===== src/hdl/bpa_pkg.sv =====
package bpa_pkg;

   // payload widths of the two channels
   localparam int KIND_W   = 2;
   localparam int TYPE_W   = 2;
   localparam int ID_W     = 32;
   localparam int SLOT_W   = 4;
   localparam int STATUS_W = 3;

   // request kinds: bit 1 set means restore everything
   localparam logic [KIND_W-1:0] KIND_ALLOC   = 2'd0;
   localparam logic [KIND_W-1:0] KIND_RELEASE = 2'd1;
   localparam int                KIND_RESET_BIT = 1;

   // result status codes
   localparam logic [STATUS_W-1:0] STATUS_NEW     = 3'd0;
   localparam logic [STATUS_W-1:0] STATUS_HELD    = 3'd1;
   localparam logic [STATUS_W-1:0] STATUS_NONE    = 3'd2;
   localparam logic [STATUS_W-1:0] STATUS_FREED   = 3'd3;
   localparam logic [STATUS_W-1:0] STATUS_UNKNOWN = 3'd4;
   localparam logic [STATUS_W-1:0] STATUS_RESET   = 3'd5;

   // commands from the sequencer to the free-slot stacks
   typedef struct packed {
      logic restore;
      logic rd;
      logic pop;
      logic push;
   } stk_ctrl_type;

endpackage


===== src/hdl/bpa_req_if.sv =====
interface bpa_req_if;
   logic                          valid;
   logic                          ready;
   logic [bpa_pkg::KIND_W-1:0]    kind;
   logic [bpa_pkg::TYPE_W-1:0]    buffer_type;
   logic [bpa_pkg::ID_W-1:0]      buffer_id;

   modport source (output valid, output kind, output buffer_type, output buffer_id,
                   input ready);
   modport sink   (input valid, input kind, input buffer_type, input buffer_id,
                   output ready);
endinterface


===== src/hdl/bpa_rsp_if.sv =====
interface bpa_rsp_if;
   logic                          valid;
   logic                          ready;
   logic [bpa_pkg::SLOT_W-1:0]    slot;
   logic [bpa_pkg::STATUS_W-1:0]  status;

   modport source (output valid, output slot, output status, input ready);
   modport sink   (input valid, input slot, input status, output ready);
endinterface


===== src/hdl/bpa_ram.sv =====
module bpa_ram #(
   parameter int WIDTH = 8,
   parameter int DEPTH = 16
) (
   input  logic                                   clock,
   input  logic                                   wr_en,
   input  logic                                   rd_en,
   input  logic [((DEPTH > 1) ? $clog2(DEPTH) : 1)-1:0] addr,
   input  logic [WIDTH-1:0]                       wr_data,
   output logic [WIDTH-1:0]                       rd_data
);

   logic [WIDTH-1:0] mem_ff [DEPTH];
   logic [WIDTH-1:0] rd_data_ff;

   always_ff @(posedge clock) begin
      if (wr_en) begin
         mem_ff[addr] <= wr_data;
      end
      if (rd_en) begin
         rd_data_ff <= mem_ff[addr];
      end
   end

   assign rd_data = rd_data_ff;

endmodule


===== src/hdl/bpa_free_stack.sv =====
module bpa_free_stack #(
   parameter int NUM_TYPES      = 4,
   parameter int SLOTS_PER_TYPE = 16
) (
   input  logic                                           clock,
   input  logic                                           reset,
   input  bpa_pkg::stk_ctrl_type                          ctrl,
   input  logic [((NUM_TYPES > 1) ? $clog2(NUM_TYPES) : 1)-1:0] type_sel,
   input  logic [$clog2(SLOTS_PER_TYPE)-1:0]              push_slot,
   output logic [$clog2(SLOTS_PER_TYPE+1)-1:0]            sel_count,
   output logic [$clog2(SLOTS_PER_TYPE)-1:0]              front_slot
);

   localparam int TW = (NUM_TYPES > 1) ? $clog2(NUM_TYPES) : 1;
   localparam int PW = $clog2(SLOTS_PER_TYPE);
   localparam int CW = $clog2(SLOTS_PER_TYPE + 1);
   localparam int TN = 1 << TW;

   // front of the queue is the top of the stack at position count-1;
   // positions below the low-water mark read as their reset value, not from the ram
   logic [CW-1:0] count_ff [TN];
   logic [CW-1:0] count_in [TN];
   logic [CW-1:0] lw_ff [TN];
   logic [CW-1:0] lw_in [TN];
   logic [PW-1:0] pos_ff, pos_in;
   logic [TW-1:0] pt_ff, pt_in;
   logic          written_ff, written_in;
   logic [PW-1:0] rd_pos;
   logic [PW-1:0] ram_q;

   assign rd_pos    = PW'(count_ff[type_sel] - 1'b1);
   assign sel_count = count_ff[type_sel];

   always_comb begin
      count_in   = count_ff;
      lw_in      = lw_ff;
      pos_in     = pos_ff;
      pt_in      = pt_ff;
      written_in = written_ff;
      if (ctrl.restore) begin
         for (int t = 0; t < TN; t++) begin
            count_in[t] = CW'(SLOTS_PER_TYPE);
            lw_in[t]    = CW'(SLOTS_PER_TYPE);
         end
      end
      if (ctrl.rd) begin
         pos_in     = rd_pos;
         pt_in      = type_sel;
         written_in = (CW'(rd_pos) >= lw_ff[type_sel]);
      end
      if (ctrl.pop) begin
         count_in[pt_ff] = CW'(pos_ff);
         if (CW'(pos_ff) < lw_ff[pt_ff]) begin
            lw_in[pt_ff] = CW'(pos_ff);
         end
      end
      if (ctrl.push) begin
         count_in[type_sel] = count_ff[type_sel] + 1'b1;
      end
   end

   always_ff @(posedge clock) begin
      if (reset) begin
         for (int t = 0; t < TN; t++) begin
            count_ff[t] <= CW'(SLOTS_PER_TYPE);
            lw_ff[t]    <= CW'(SLOTS_PER_TYPE);
         end
      end else begin
         count_ff <= count_in;
         lw_ff    <= lw_in;
      end
   end

   always_ff @(posedge clock) begin
      pos_ff     <= pos_in;
      pt_ff      <= pt_in;
      written_ff <= written_in;
   end

   bpa_ram #(
      .WIDTH (PW),
      .DEPTH (1 << (TW + PW))
   ) u_stack_ram (
      .clock   (clock),
      .wr_en   (ctrl.push),
      .rd_en   (ctrl.rd),
      .addr    ({type_sel, (ctrl.push ? PW'(count_ff[type_sel]) : rd_pos)}),
      .wr_data (push_slot),
      .rd_data (ram_q)
   );

   assign front_slot = written_ff ? ram_q : (PW'(SLOTS_PER_TYPE - 1) - pos_ff);

endmodule


===== src/hdl/binding_point_allocator.sv =====
// sequence: allocate and release latch the request, scan the table one entry read per
// cycle, decide, pop the free queue for a new allocation, then hand over the result;
// a restore goes straight from the request to the hand-over. One request at a time,
// the next is taken once the result is handed over to the response register
// reset (synchronous, active high): all free queues full and in order, table empty
module binding_point_allocator #(
   parameter int NUM_TYPES      = 4,
   parameter int SLOTS_PER_TYPE = 16,
   parameter int MAP_ENTRIES    = 64
) (
   input  logic      clock,
   input  logic      reset,
   bpa_req_if.sink   req_bus,
   bpa_rsp_if.source rsp_bus
);

   localparam int TW    = (NUM_TYPES > 1) ? $clog2(NUM_TYPES) : 1;
   localparam int PW    = $clog2(SLOTS_PER_TYPE);
   localparam int CW    = $clog2(SLOTS_PER_TYPE + 1);
   localparam int AW    = (MAP_ENTRIES > 1) ? $clog2(MAP_ENTRIES) : 1;
   localparam int NW    = $clog2(MAP_ENTRIES + 1);
   localparam int IdW   = bpa_pkg::ID_W;
   localparam int SlotW = bpa_pkg::SLOT_W;
   localparam int MW    = IdW + PW + TW;

   // sequencer states
   typedef enum logic [4:0] {
      ST_IDLE   = 5'b00001,
      ST_SCAN   = 5'b00010,
      ST_DECIDE = 5'b00100,
      ST_POP    = 5'b01000,
      ST_DONE   = 5'b10000
   } state_type;

   state_type state_ff, state_in;

   // latched request
   logic [bpa_pkg::KIND_W-1:0] kind_ff, kind_in;
   logic [bpa_pkg::TYPE_W-1:0] btype_ff, btype_in;
   logic [IdW-1:0]             id_ff, id_in;

   // table scan bookkeeping
   logic [NW-1:0] cnt_ff, cnt_in;
   logic          cmp_vld_ff, cmp_vld_in;
   logic [AW-1:0] cmp_idx_ff, cmp_idx_in;
   logic          hit_ff, hit_in;
   logic [AW-1:0] hit_idx_ff, hit_idx_in;
   logic [PW-1:0] hit_slot_ff, hit_slot_in;
   logic [TW-1:0] hit_type_ff, hit_type_in;
   logic          free_ff, free_in;
   logic [AW-1:0] free_idx_ff, free_idx_in;

   // per-entry valid bits of the table
   logic [MAP_ENTRIES-1:0] map_valid_ff, map_valid_in;

   // working result and response register
   logic [SlotW-1:0]             res_slot_ff, res_slot_in;
   logic [bpa_pkg::STATUS_W-1:0] res_status_ff, res_status_in;
   logic                         rsp_valid_ff, rsp_valid_in;
   logic [SlotW-1:0]             rsp_slot_ff, rsp_slot_in;
   logic [bpa_pkg::STATUS_W-1:0] rsp_status_ff, rsp_status_in;

   // datapath
   logic                  issue;
   logic [AW-1:0]         cnt_idx;
   logic                  map_rd_en, map_wr_en;
   logic [AW-1:0]         map_addr;
   logic [MW-1:0]         map_wr_data, map_rd_data;
   logic [IdW-1:0]        rd_id;
   logic [PW-1:0]         rd_slot;
   logic [TW-1:0]         rd_type;
   logic [2:0]            btype3;
   logic                  is_alloc;
   logic                  req_type_ok, hit_type_ok;
   bpa_pkg::stk_ctrl_type stk;
   logic [TW-1:0]         type_sel;
   logic [CW-1:0]         sel_count;
   logic [PW-1:0]         front_slot;

   // one table entry is read per scan cycle, the compare sees it in the next cycle
   assign issue   = (cnt_ff < NW'(MAP_ENTRIES));
   assign cnt_idx = cnt_ff[AW-1:0];
   assign {rd_id, rd_slot, rd_type} = map_rd_data;

   assign btype3      = {1'b0, btype_ff};
   assign is_alloc    = (kind_ff == bpa_pkg::KIND_ALLOC);
   assign req_type_ok = (int'(btype_ff) < NUM_TYPES);
   assign hit_type_ok = (int'(hit_type_ff) < NUM_TYPES);

   // allocation draws on the requested type, release returns to the stored type
   assign type_sel = is_alloc ? btype3[TW-1:0] : hit_type_ff;

   assign map_rd_en   = (state_ff == ST_SCAN) && issue;
   assign map_wr_en   = (state_ff == ST_POP);
   assign map_addr    = map_wr_en ? free_idx_ff : cnt_idx;
   assign map_wr_data = {id_ff, front_slot, btype3[TW-1:0]};

   always_comb begin
      state_in      = state_ff;
      kind_in       = kind_ff;
      btype_in      = btype_ff;
      id_in         = id_ff;
      cnt_in        = cnt_ff;
      cmp_vld_in    = 1'b0;
      cmp_idx_in    = cmp_idx_ff;
      hit_in        = hit_ff;
      hit_idx_in    = hit_idx_ff;
      hit_slot_in   = hit_slot_ff;
      hit_type_in   = hit_type_ff;
      free_in       = free_ff;
      free_idx_in   = free_idx_ff;
      map_valid_in  = map_valid_ff;
      res_slot_in   = res_slot_ff;
      res_status_in = res_status_ff;
      rsp_valid_in  = rsp_valid_ff;
      rsp_slot_in   = rsp_slot_ff;
      rsp_status_in = rsp_status_ff;
      stk           = '0;

      // response beat taken
      if (rsp_valid_ff && rsp_bus.ready) begin
         rsp_valid_in = 1'b0;
      end

      case (state_ff)
         ST_IDLE: begin
            if (req_bus.valid) begin
               kind_in    = req_bus.kind;
               btype_in   = req_bus.buffer_type;
               id_in      = req_bus.buffer_id;
               cnt_in     = '0;
               hit_in     = 1'b0;
               free_in    = 1'b0;
               if (req_bus.kind[bpa_pkg::KIND_RESET_BIT]) begin
                  // restore all queues and empty the table at once
                  stk.restore   = 1'b1;
                  map_valid_in  = '0;
                  res_slot_in   = '0;
                  res_status_in = bpa_pkg::STATUS_RESET;
                  state_in      = ST_DONE;
               end else begin
                  state_in = ST_SCAN;
               end
            end
         end

         ST_SCAN: begin
            if (issue) begin
               cnt_in     = cnt_ff + 1'b1;
               cmp_vld_in = 1'b1;
               cmp_idx_in = cnt_idx;
               // first empty entry, used by a new allocation
               if (!map_valid_ff[cnt_idx] && !free_ff) begin
                  free_in     = 1'b1;
                  free_idx_in = cnt_idx;
               end
            end else begin
               state_in = ST_DECIDE;
            end
            // id compare on the entry read last cycle
            if (cmp_vld_ff && map_valid_ff[cmp_idx_ff] && (rd_id == id_ff) && !hit_ff) begin
               hit_in      = 1'b1;
               hit_idx_in  = cmp_idx_ff;
               hit_slot_in = rd_slot;
               hit_type_in = rd_type;
            end
         end

         ST_DECIDE: begin
            res_slot_in = '0;
            state_in    = ST_DONE;
            if (is_alloc) begin
               if (hit_ff) begin
                  res_slot_in   = SlotW'(hit_slot_ff);
                  res_status_in = bpa_pkg::STATUS_HELD;
               end else if (!req_type_ok || (sel_count == '0) || !free_ff) begin
                  res_status_in = bpa_pkg::STATUS_NONE;
               end else begin
                  // fetch the front of the queue
                  stk.rd   = 1'b1;
                  state_in = ST_POP;
               end
            end else begin
               if (!hit_ff) begin
                  res_status_in = bpa_pkg::STATUS_UNKNOWN;
               end else begin
                  map_valid_in[hit_idx_ff] = 1'b0;
                  // slot back to the front of its own queue, dropped if that is full or its type is out of range
                  if (hit_type_ok && (sel_count < CW'(SLOTS_PER_TYPE))) begin
                     stk.push = 1'b1;
                  end
                  res_slot_in   = SlotW'(hit_slot_ff);
                  res_status_in = bpa_pkg::STATUS_FREED;
               end
            end
         end

         ST_POP: begin
            // front slot is back from the stack ram, record the new binding
            stk.pop                   = 1'b1;
            map_valid_in[free_idx_ff] = 1'b1;
            res_slot_in               = SlotW'(front_slot);
            res_status_in             = bpa_pkg::STATUS_NEW;
            state_in                  = ST_DONE;
         end

         ST_DONE: begin
            // hand over once the response register is free
            if (!rsp_valid_ff || rsp_bus.ready) begin
               rsp_valid_in  = 1'b1;
               rsp_slot_in   = res_slot_ff;
               rsp_status_in = res_status_ff;
               state_in      = ST_IDLE;
            end
         end

         default: begin
            state_in = ST_IDLE;
         end
      endcase
   end

   // control state
   always_ff @(posedge clock) begin
      if (reset) begin
         state_ff     <= ST_IDLE;
         cmp_vld_ff   <= 1'b0;
         map_valid_ff <= '0;
         rsp_valid_ff <= 1'b0;
      end else begin
         state_ff     <= state_in;
         cmp_vld_ff   <= cmp_vld_in;
         map_valid_ff <= map_valid_in;
         rsp_valid_ff <= rsp_valid_in;
      end
   end

   // payload and scan registers, always written before use
   always_ff @(posedge clock) begin
      kind_ff       <= kind_in;
      btype_ff      <= btype_in;
      id_ff         <= id_in;
      cnt_ff        <= cnt_in;
      cmp_idx_ff    <= cmp_idx_in;
      hit_ff        <= hit_in;
      hit_idx_ff    <= hit_idx_in;
      hit_slot_ff   <= hit_slot_in;
      hit_type_ff   <= hit_type_in;
      free_ff       <= free_in;
      free_idx_ff   <= free_idx_in;
      res_slot_ff   <= res_slot_in;
      res_status_ff <= res_status_in;
      rsp_slot_ff   <= rsp_slot_in;
      rsp_status_ff <= rsp_status_in;
   end

   // binding table: id, slot and type of each entry
   bpa_ram #(
      .WIDTH (MW),
      .DEPTH (MAP_ENTRIES)
   ) u_map_ram (
      .clock   (clock),
      .wr_en   (map_wr_en),
      .rd_en   (map_rd_en),
      .addr    (map_addr),
      .wr_data (map_wr_data),
      .rd_data (map_rd_data)
   );

   // per-type free queues
   bpa_free_stack #(
      .NUM_TYPES      (NUM_TYPES),
      .SLOTS_PER_TYPE (SLOTS_PER_TYPE)
   ) u_free_stack (
      .clock      (clock),
      .reset      (reset),
      .ctrl       (stk),
      .type_sel   (type_sel),
      .push_slot  (hit_slot_ff),
      .sel_count  (sel_count),
      .front_slot (front_slot)
   );

   assign req_bus.ready  = (state_ff == ST_IDLE);
   assign rsp_bus.valid  = rsp_valid_ff;
   assign rsp_bus.slot   = rsp_slot_ff;
   assign rsp_bus.status = rsp_status_ff;

endmodule

===== src/flat_wrapper.sv =====
// flat-port wrapper written by rule: the top's interface ports become plain ports
module binding_point_allocator_flat 
#(
   parameter int NUM_TYPES      = 4,
   parameter int SLOTS_PER_TYPE = 16,
   parameter int MAP_ENTRIES    = 64
)
  (clock, reset, req_bus_valid, req_bus_kind, req_bus_buffer_type, req_bus_buffer_id, req_bus_ready, rsp_bus_valid, rsp_bus_slot, rsp_bus_status, rsp_bus_ready);
  bpa_req_if req_bus_i ();
  bpa_rsp_if rsp_bus_i ();
  input  logic clock;
  input  logic reset;
  input wire logic [$bits(req_bus_i.valid)-1:0] req_bus_valid;
  input wire logic [$bits(req_bus_i.kind)-1:0] req_bus_kind;
  input wire logic [$bits(req_bus_i.buffer_type)-1:0] req_bus_buffer_type;
  input wire logic [$bits(req_bus_i.buffer_id)-1:0] req_bus_buffer_id;
  output wire logic [$bits(req_bus_i.ready)-1:0] req_bus_ready;
  output wire logic [$bits(rsp_bus_i.valid)-1:0] rsp_bus_valid;
  output wire logic [$bits(rsp_bus_i.slot)-1:0] rsp_bus_slot;
  output wire logic [$bits(rsp_bus_i.status)-1:0] rsp_bus_status;
  input wire logic [$bits(rsp_bus_i.ready)-1:0] rsp_bus_ready;
  assign req_bus_i.valid = req_bus_valid;
  assign req_bus_i.kind = req_bus_kind;
  assign req_bus_i.buffer_type = req_bus_buffer_type;
  assign req_bus_i.buffer_id = req_bus_buffer_id;
  assign req_bus_ready = req_bus_i.ready;
  assign rsp_bus_valid = rsp_bus_i.valid;
  assign rsp_bus_slot = rsp_bus_i.slot;
  assign rsp_bus_status = rsp_bus_i.status;
  assign rsp_bus_i.ready = rsp_bus_ready;
  binding_point_allocator #(.NUM_TYPES(NUM_TYPES), .SLOTS_PER_TYPE(SLOTS_PER_TYPE), .MAP_ENTRIES(MAP_ENTRIES)) u_core (.clock(clock), .reset(reset), .req_bus(req_bus_i), .rsp_bus(rsp_bus_i));
endmodule

===== config.mk =====
export PLATFORM = sky130hd
export DESIGN_NAME = binding_point_allocator_flat
export DESIGN_NICKNAME = d
export VERILOG_FILES = /design/src/hdl/bpa_pkg.sv /design/src/hdl/bpa_req_if.sv /design/src/hdl/bpa_rsp_if.sv /design/src/hdl/bpa_ram.sv /design/src/hdl/bpa_free_stack.sv /design/src/hdl/binding_point_allocator.sv /design/src/flat_wrapper.sv
export SDC_FILE = /design/constraint.sdc
export NUM_CORES = 2
export LEC_CHECK = 0
export BUFFER_PORTS_ARGS = -buffer_cell sky130_fd_sc_hd__buf_2
export CAP_MARGIN = 40
export CORE_MARGIN = 3
export CORE_UTILIZATION = 40
export DETAILED_ROUTE_END_ITERATION = 7
export GPL_ROUTABILITY_DRIVEN = 0
export MAX_ROUTING_LAYER = met4
export PLACE_DENSITY = 0.51
export SLEW_MARGIN = 0
export SYNTH_ARGS = -nofsm -noshare
export SYNTH_HDL_FRONTEND = slang
export SYNTH_SLANG_ARGS = --single-unit

===== constraint.sdc =====
create_clock -name clock -period 6.3 [get_ports clock]
set_input_delay 0.945 -clock clock [delete_from_list [all_inputs] [get_ports clock]]
set_output_delay 0.945 -clock clock [all_outputs]
set_load 0.005 [all_outputs]

==> impl_metrics.py <==
metrics = {
    "clocking": {
        "tritoncts": "built",
        "clock_path_buffers": 4,
        "clk-insertion-delay-late_ns": 0.89,
        "ctsHtreeMaxLevel": 5,
        "ctsRootBufferMaster": "clkbuf_16",
        "clock_sinks": 2931,
        "ctsHoldBuffers": 0,
        "tritoncts.num_buffers": 312,
        "cts_setup_buffers": 0,
        "clkTransAtPathRegs_ns": 0.06,
        "cts_resized": 0,
    },
    "critical_path": {
        "path_common_cell": "o21ai_0",
        "path_buf_inv": 2,
        "r2r_slack_ns": 1.62,
        "worstPathCellList": "or2_1 > mux2i_4 > inv_2 > mux4_2 > and2_1 > a21oi_4 > buf_4 > o22ai_1 > o21ai_0 > o21ai_0 > or4_1",
        "crit_path_end_kind": "flip-flop",
        "worstPathArrival_ns": 5.26,
        "cp_slowest_cell": "mux4_2",
        "critical_path_class": "flip-flop to flip-flop",
        "startpoint_type": "flip-flop",
        "max_stage_delay_ns": 0.63,
        "cp_max_fo": 22,
        "crit_family": "simple AND/OR/NAND/NOR gates",
        "ff2ff_path_depth": 11,
        "cp.depth": 11,
        "worst_ep_required_time_ns": 6.88,
    },
    "route": {
        "wire_per_inst_um": 36.2,
        "drt-total-wl_mm": 378,
        "drt.antenna.violating_nets": 0,
        "firstDrtPassIters": 6,
        "avgViaCountPerCell": 6.25,
        "drc": 0,
        "route.vias.total": 65200,
        "drt_iter0_drc": 9421,
    },
    "timing": {
        "fin_tns_setup_ns": 0,
        "max_freq_ghz": 0.214,
        "rsz0062_at_grt": "false",
        "fin_crit_ns": 4.68,
        "timing.hold.ws_ns": 0.233,
        "setup_violations": 0,
        "drv_slew": 0,
        "period_share": 0.742,
        "worstMarginPinSlew_ns": 1.03,
        "skew_ns": 0.0781,
        "relSlewSlack": 0.311,
        "finalHoldViolCount": 0,
    },
    "synth": {
        "syn_nets": 6400,
        "synth_ff_type": "edfxtp_1",
        "avgSynthCellArea_um2": 17.2,
        "ys_types": 56,
        "synth.largest_area_cell": "edfxtp_1",
        "yosys_warnings": 0,
        "syn-instance-count": 6351,
        "synth-edff-count": 2820,
        "syn_area_mm2": 0.110,
        "synth.area.top_cells": "edfxtp_1 (77%), a22oi_1 (3.7%), a221oi_1 (2.4%)",
        "synth.most_common_cell": "edfxtp_1",
        "async_flop_share": 0,
        "synth.top_cells.by_count": "edfxtp_1 (2820), a22oi_1 (533), nand2_1 (311), a221oi_1 (302), clkbuf_1 (302)",
        "synth_seq_area_share": 0.793,
        "synth.ff_latch_count": 2931,
        "synth_top_area_frac": 0.773,
    },
    "power_and_ir_drop": {
        "power_density_mw_per_mm2": 335,
        "ir_worst_vdd_mv": 0.186,
        "p_leak_nw": 39.1,
    },
    "finish": {
        "nFillCells": 23000,
        "drive_gt1_frac": 0.144,
        "finalNonFillerCells": 10400,
        "nets": 6676,
        "syn2layout_area_growth_pct": 16.0,
        "final_area_mm2": 0.127,
    },
    "grt": {
        "grt_pass1_wl_mm": 519,
        "grt_max_degree": 91,
        "grt_overflow": 0,
        "antenna_found_initial": 14,
        "grt_usage": 0.272,
        "grt_pass1_vias": 62500,
    },
    "worst_hold_path": {
        "holdPathStages": 1,
        "min_path_type": "primary input to flip-flop",
    },
    "outcome": {
        "outcome": "finished, final reports clean",
    },
    "placement": {
        "dpl-instance-area_mm2": 0.117,
        "dp.cells": 9880,
        "dp_hpwl_mm": 211,
        "numPortBuffers": 48,
    },
    "floorplan": {
        "rows": 191,
        "initial_core_util": 0.403,
        "design.core.area_mm2": 0.272,
        "io_pins": 49,
        "die_width_um": 529,
        "dieArea_mm2": 0.280,
        "dieHeight_um": 529,
    },
    "job": {
        "max-cap-violations": 0,
    },
}
## worst reg2reg max path, cell delays in order (launching register included)
cell,delay [ns]
edfxtp_1,0.36
or2_1,0.38
mux2i_4,0.50
inv_2,0.30
mux4_2,0.64
and2_1,0.28
a21oi_4,0.61
buf_4,0.36
o22ai_1,0.11
o21ai_0,0.16
o21ai_0,0.16
or4_1,0.56
## power by group
| part | internal [W] | total [W] | leakage [nW] | switching (W) |
|---|---|---|---|---|
| combinational | 0.000820 | 0.00302 | 8.05 | 0.00220 |
| clock | 0.0102 | 0.0179 | 4.78 | 0.00762 |
| sequential | 0.0216 | 0.0217 | 26.3 | 0.0000527 |
| total | 0.0326 | 0.0425 | 39.1 | 0.00988 |
## stage by stage
stage | util | power [W] | worst slack [ns]
floorplan | - | 0.0236 | 1.03
global placement | 0.428 | 0.0250 | 1.37
detailed placement | 0.432 | 0.0251 | 1.53
CTS | 0.468 | 0.0427 | 1.56
global route | 0.468 | 0.0437 | 1.40
finish | 0.468 | 0.0425 | 1.62
## cells in the final DEF (no fill, tap or decap), types with 24 or more instances in the layout
master     Yosys  routed
clkbuf_1     302      59
o21ai_0       93      90
mux2i_1      232     227
buf_4          4     211
a221oi_1     302     302
edfxtp_1    2820    2820
buf_2         27      54
clkinv_2       0      60
nand2_1      311     305
mux4_2        57      57
nor2_4         0      61
buf_12         0      91
a21oi_1      268     268
a22o_1       216     216
clkbuf_16      0     320
clkinv_1       1      79
dfxtp_1      111     111
nand3_1       91      90
nor4_1        52      51
xnor2_1       25      24
a31oi_1      243     242
nor2_1       228     163
o221ai_1      41      41
a22oi_1      533     533
o22ai_1       88      88
## registers in the layout (all words and copies together) (netlist names), 3 cells and up
register and flops:
u_core.u_map_ram.mem_ff 2432, u_core.u_free_stack.u_stack_ram.mem_ff 256, u_core.map_valid_ff 64, u_core.u_map_ram.rd_data 38
u_core.id_ff 32, u_core.u_free_stack.count_ff 20, u_core.u_free_stack.lw_ff 20, u_core.cnt_ff 7
u_core.cmp_idx_ff 6, u_core.free_idx_ff 6, u_core.hit_idx_ff 6, u_core.state_ff 5
u_core.hit_slot_ff 4, u_core.res_slot_ff 4, u_core.rsp_bus.slot 4, u_core.u_free_stack.pos_ff 4
u_core.u_free_stack.u_stack_ram.rd_data 4, u_core.res_status_ff 3, u_core.rsp_bus.status 3
## layer usage
| metal | GRT usage | wire length [µm] | vias up |
|---|---|---|---|
| li1 | - | - | 26800 |
| met1 | 0.371 | 154000 | 34200 |
| met2 | 0.422 | 178000 | 3588 |
| met3 | 0.0487 | 35300 | 611 |
| met4 | 0.0734 | 11300 | 0 |
| met5 | - | 0 | - |
## worst paths after layout
| check | end | startpoint |
|---|---|---|
| hold reg to reg | u_core.rsp_bus.status[2] | u_core.res_status_ff[2] |
| hold / removal | u_core.id_ff[15] | req_bus_buffer_id[15] |
| setup reg to reg | u_core.u_free_stack.u_stack_ram.rd_data[3] | u_core.kind_ff[1] |
| setup / recovery | u_core.u_free_stack.u_stack_ram.rd_data[3] | u_core.kind_ff[1] |
## final cells by class
type	instances	area [µm²]	area share
Tap cell	3570	4470	0.0351
Clock buffer	379	8230	0.0647
Timing Repair Buffer	381	4200	0.0330
Multi-Input combinational cell	2966	21600	0.170
Sequential cell	2931	86900	0.684
Clock inverter	177	1550	0.0122
Antenna cell	5	12.5	0.0000984
Inverter	35	144	0.00113
## cells by family after synthesis
kind of cell    Yosys count  share of synthesized area
flops                  2931                      0.793
xor+xnor                 43                    0.00344
mux                     297                     0.0343
fa+ha+maj                 9                    0.00103
buf+inv                 454                     0.0161
simple gates            786                     0.0318
compound gates         1831                      0.120
(Power assumes the default switching activity.)
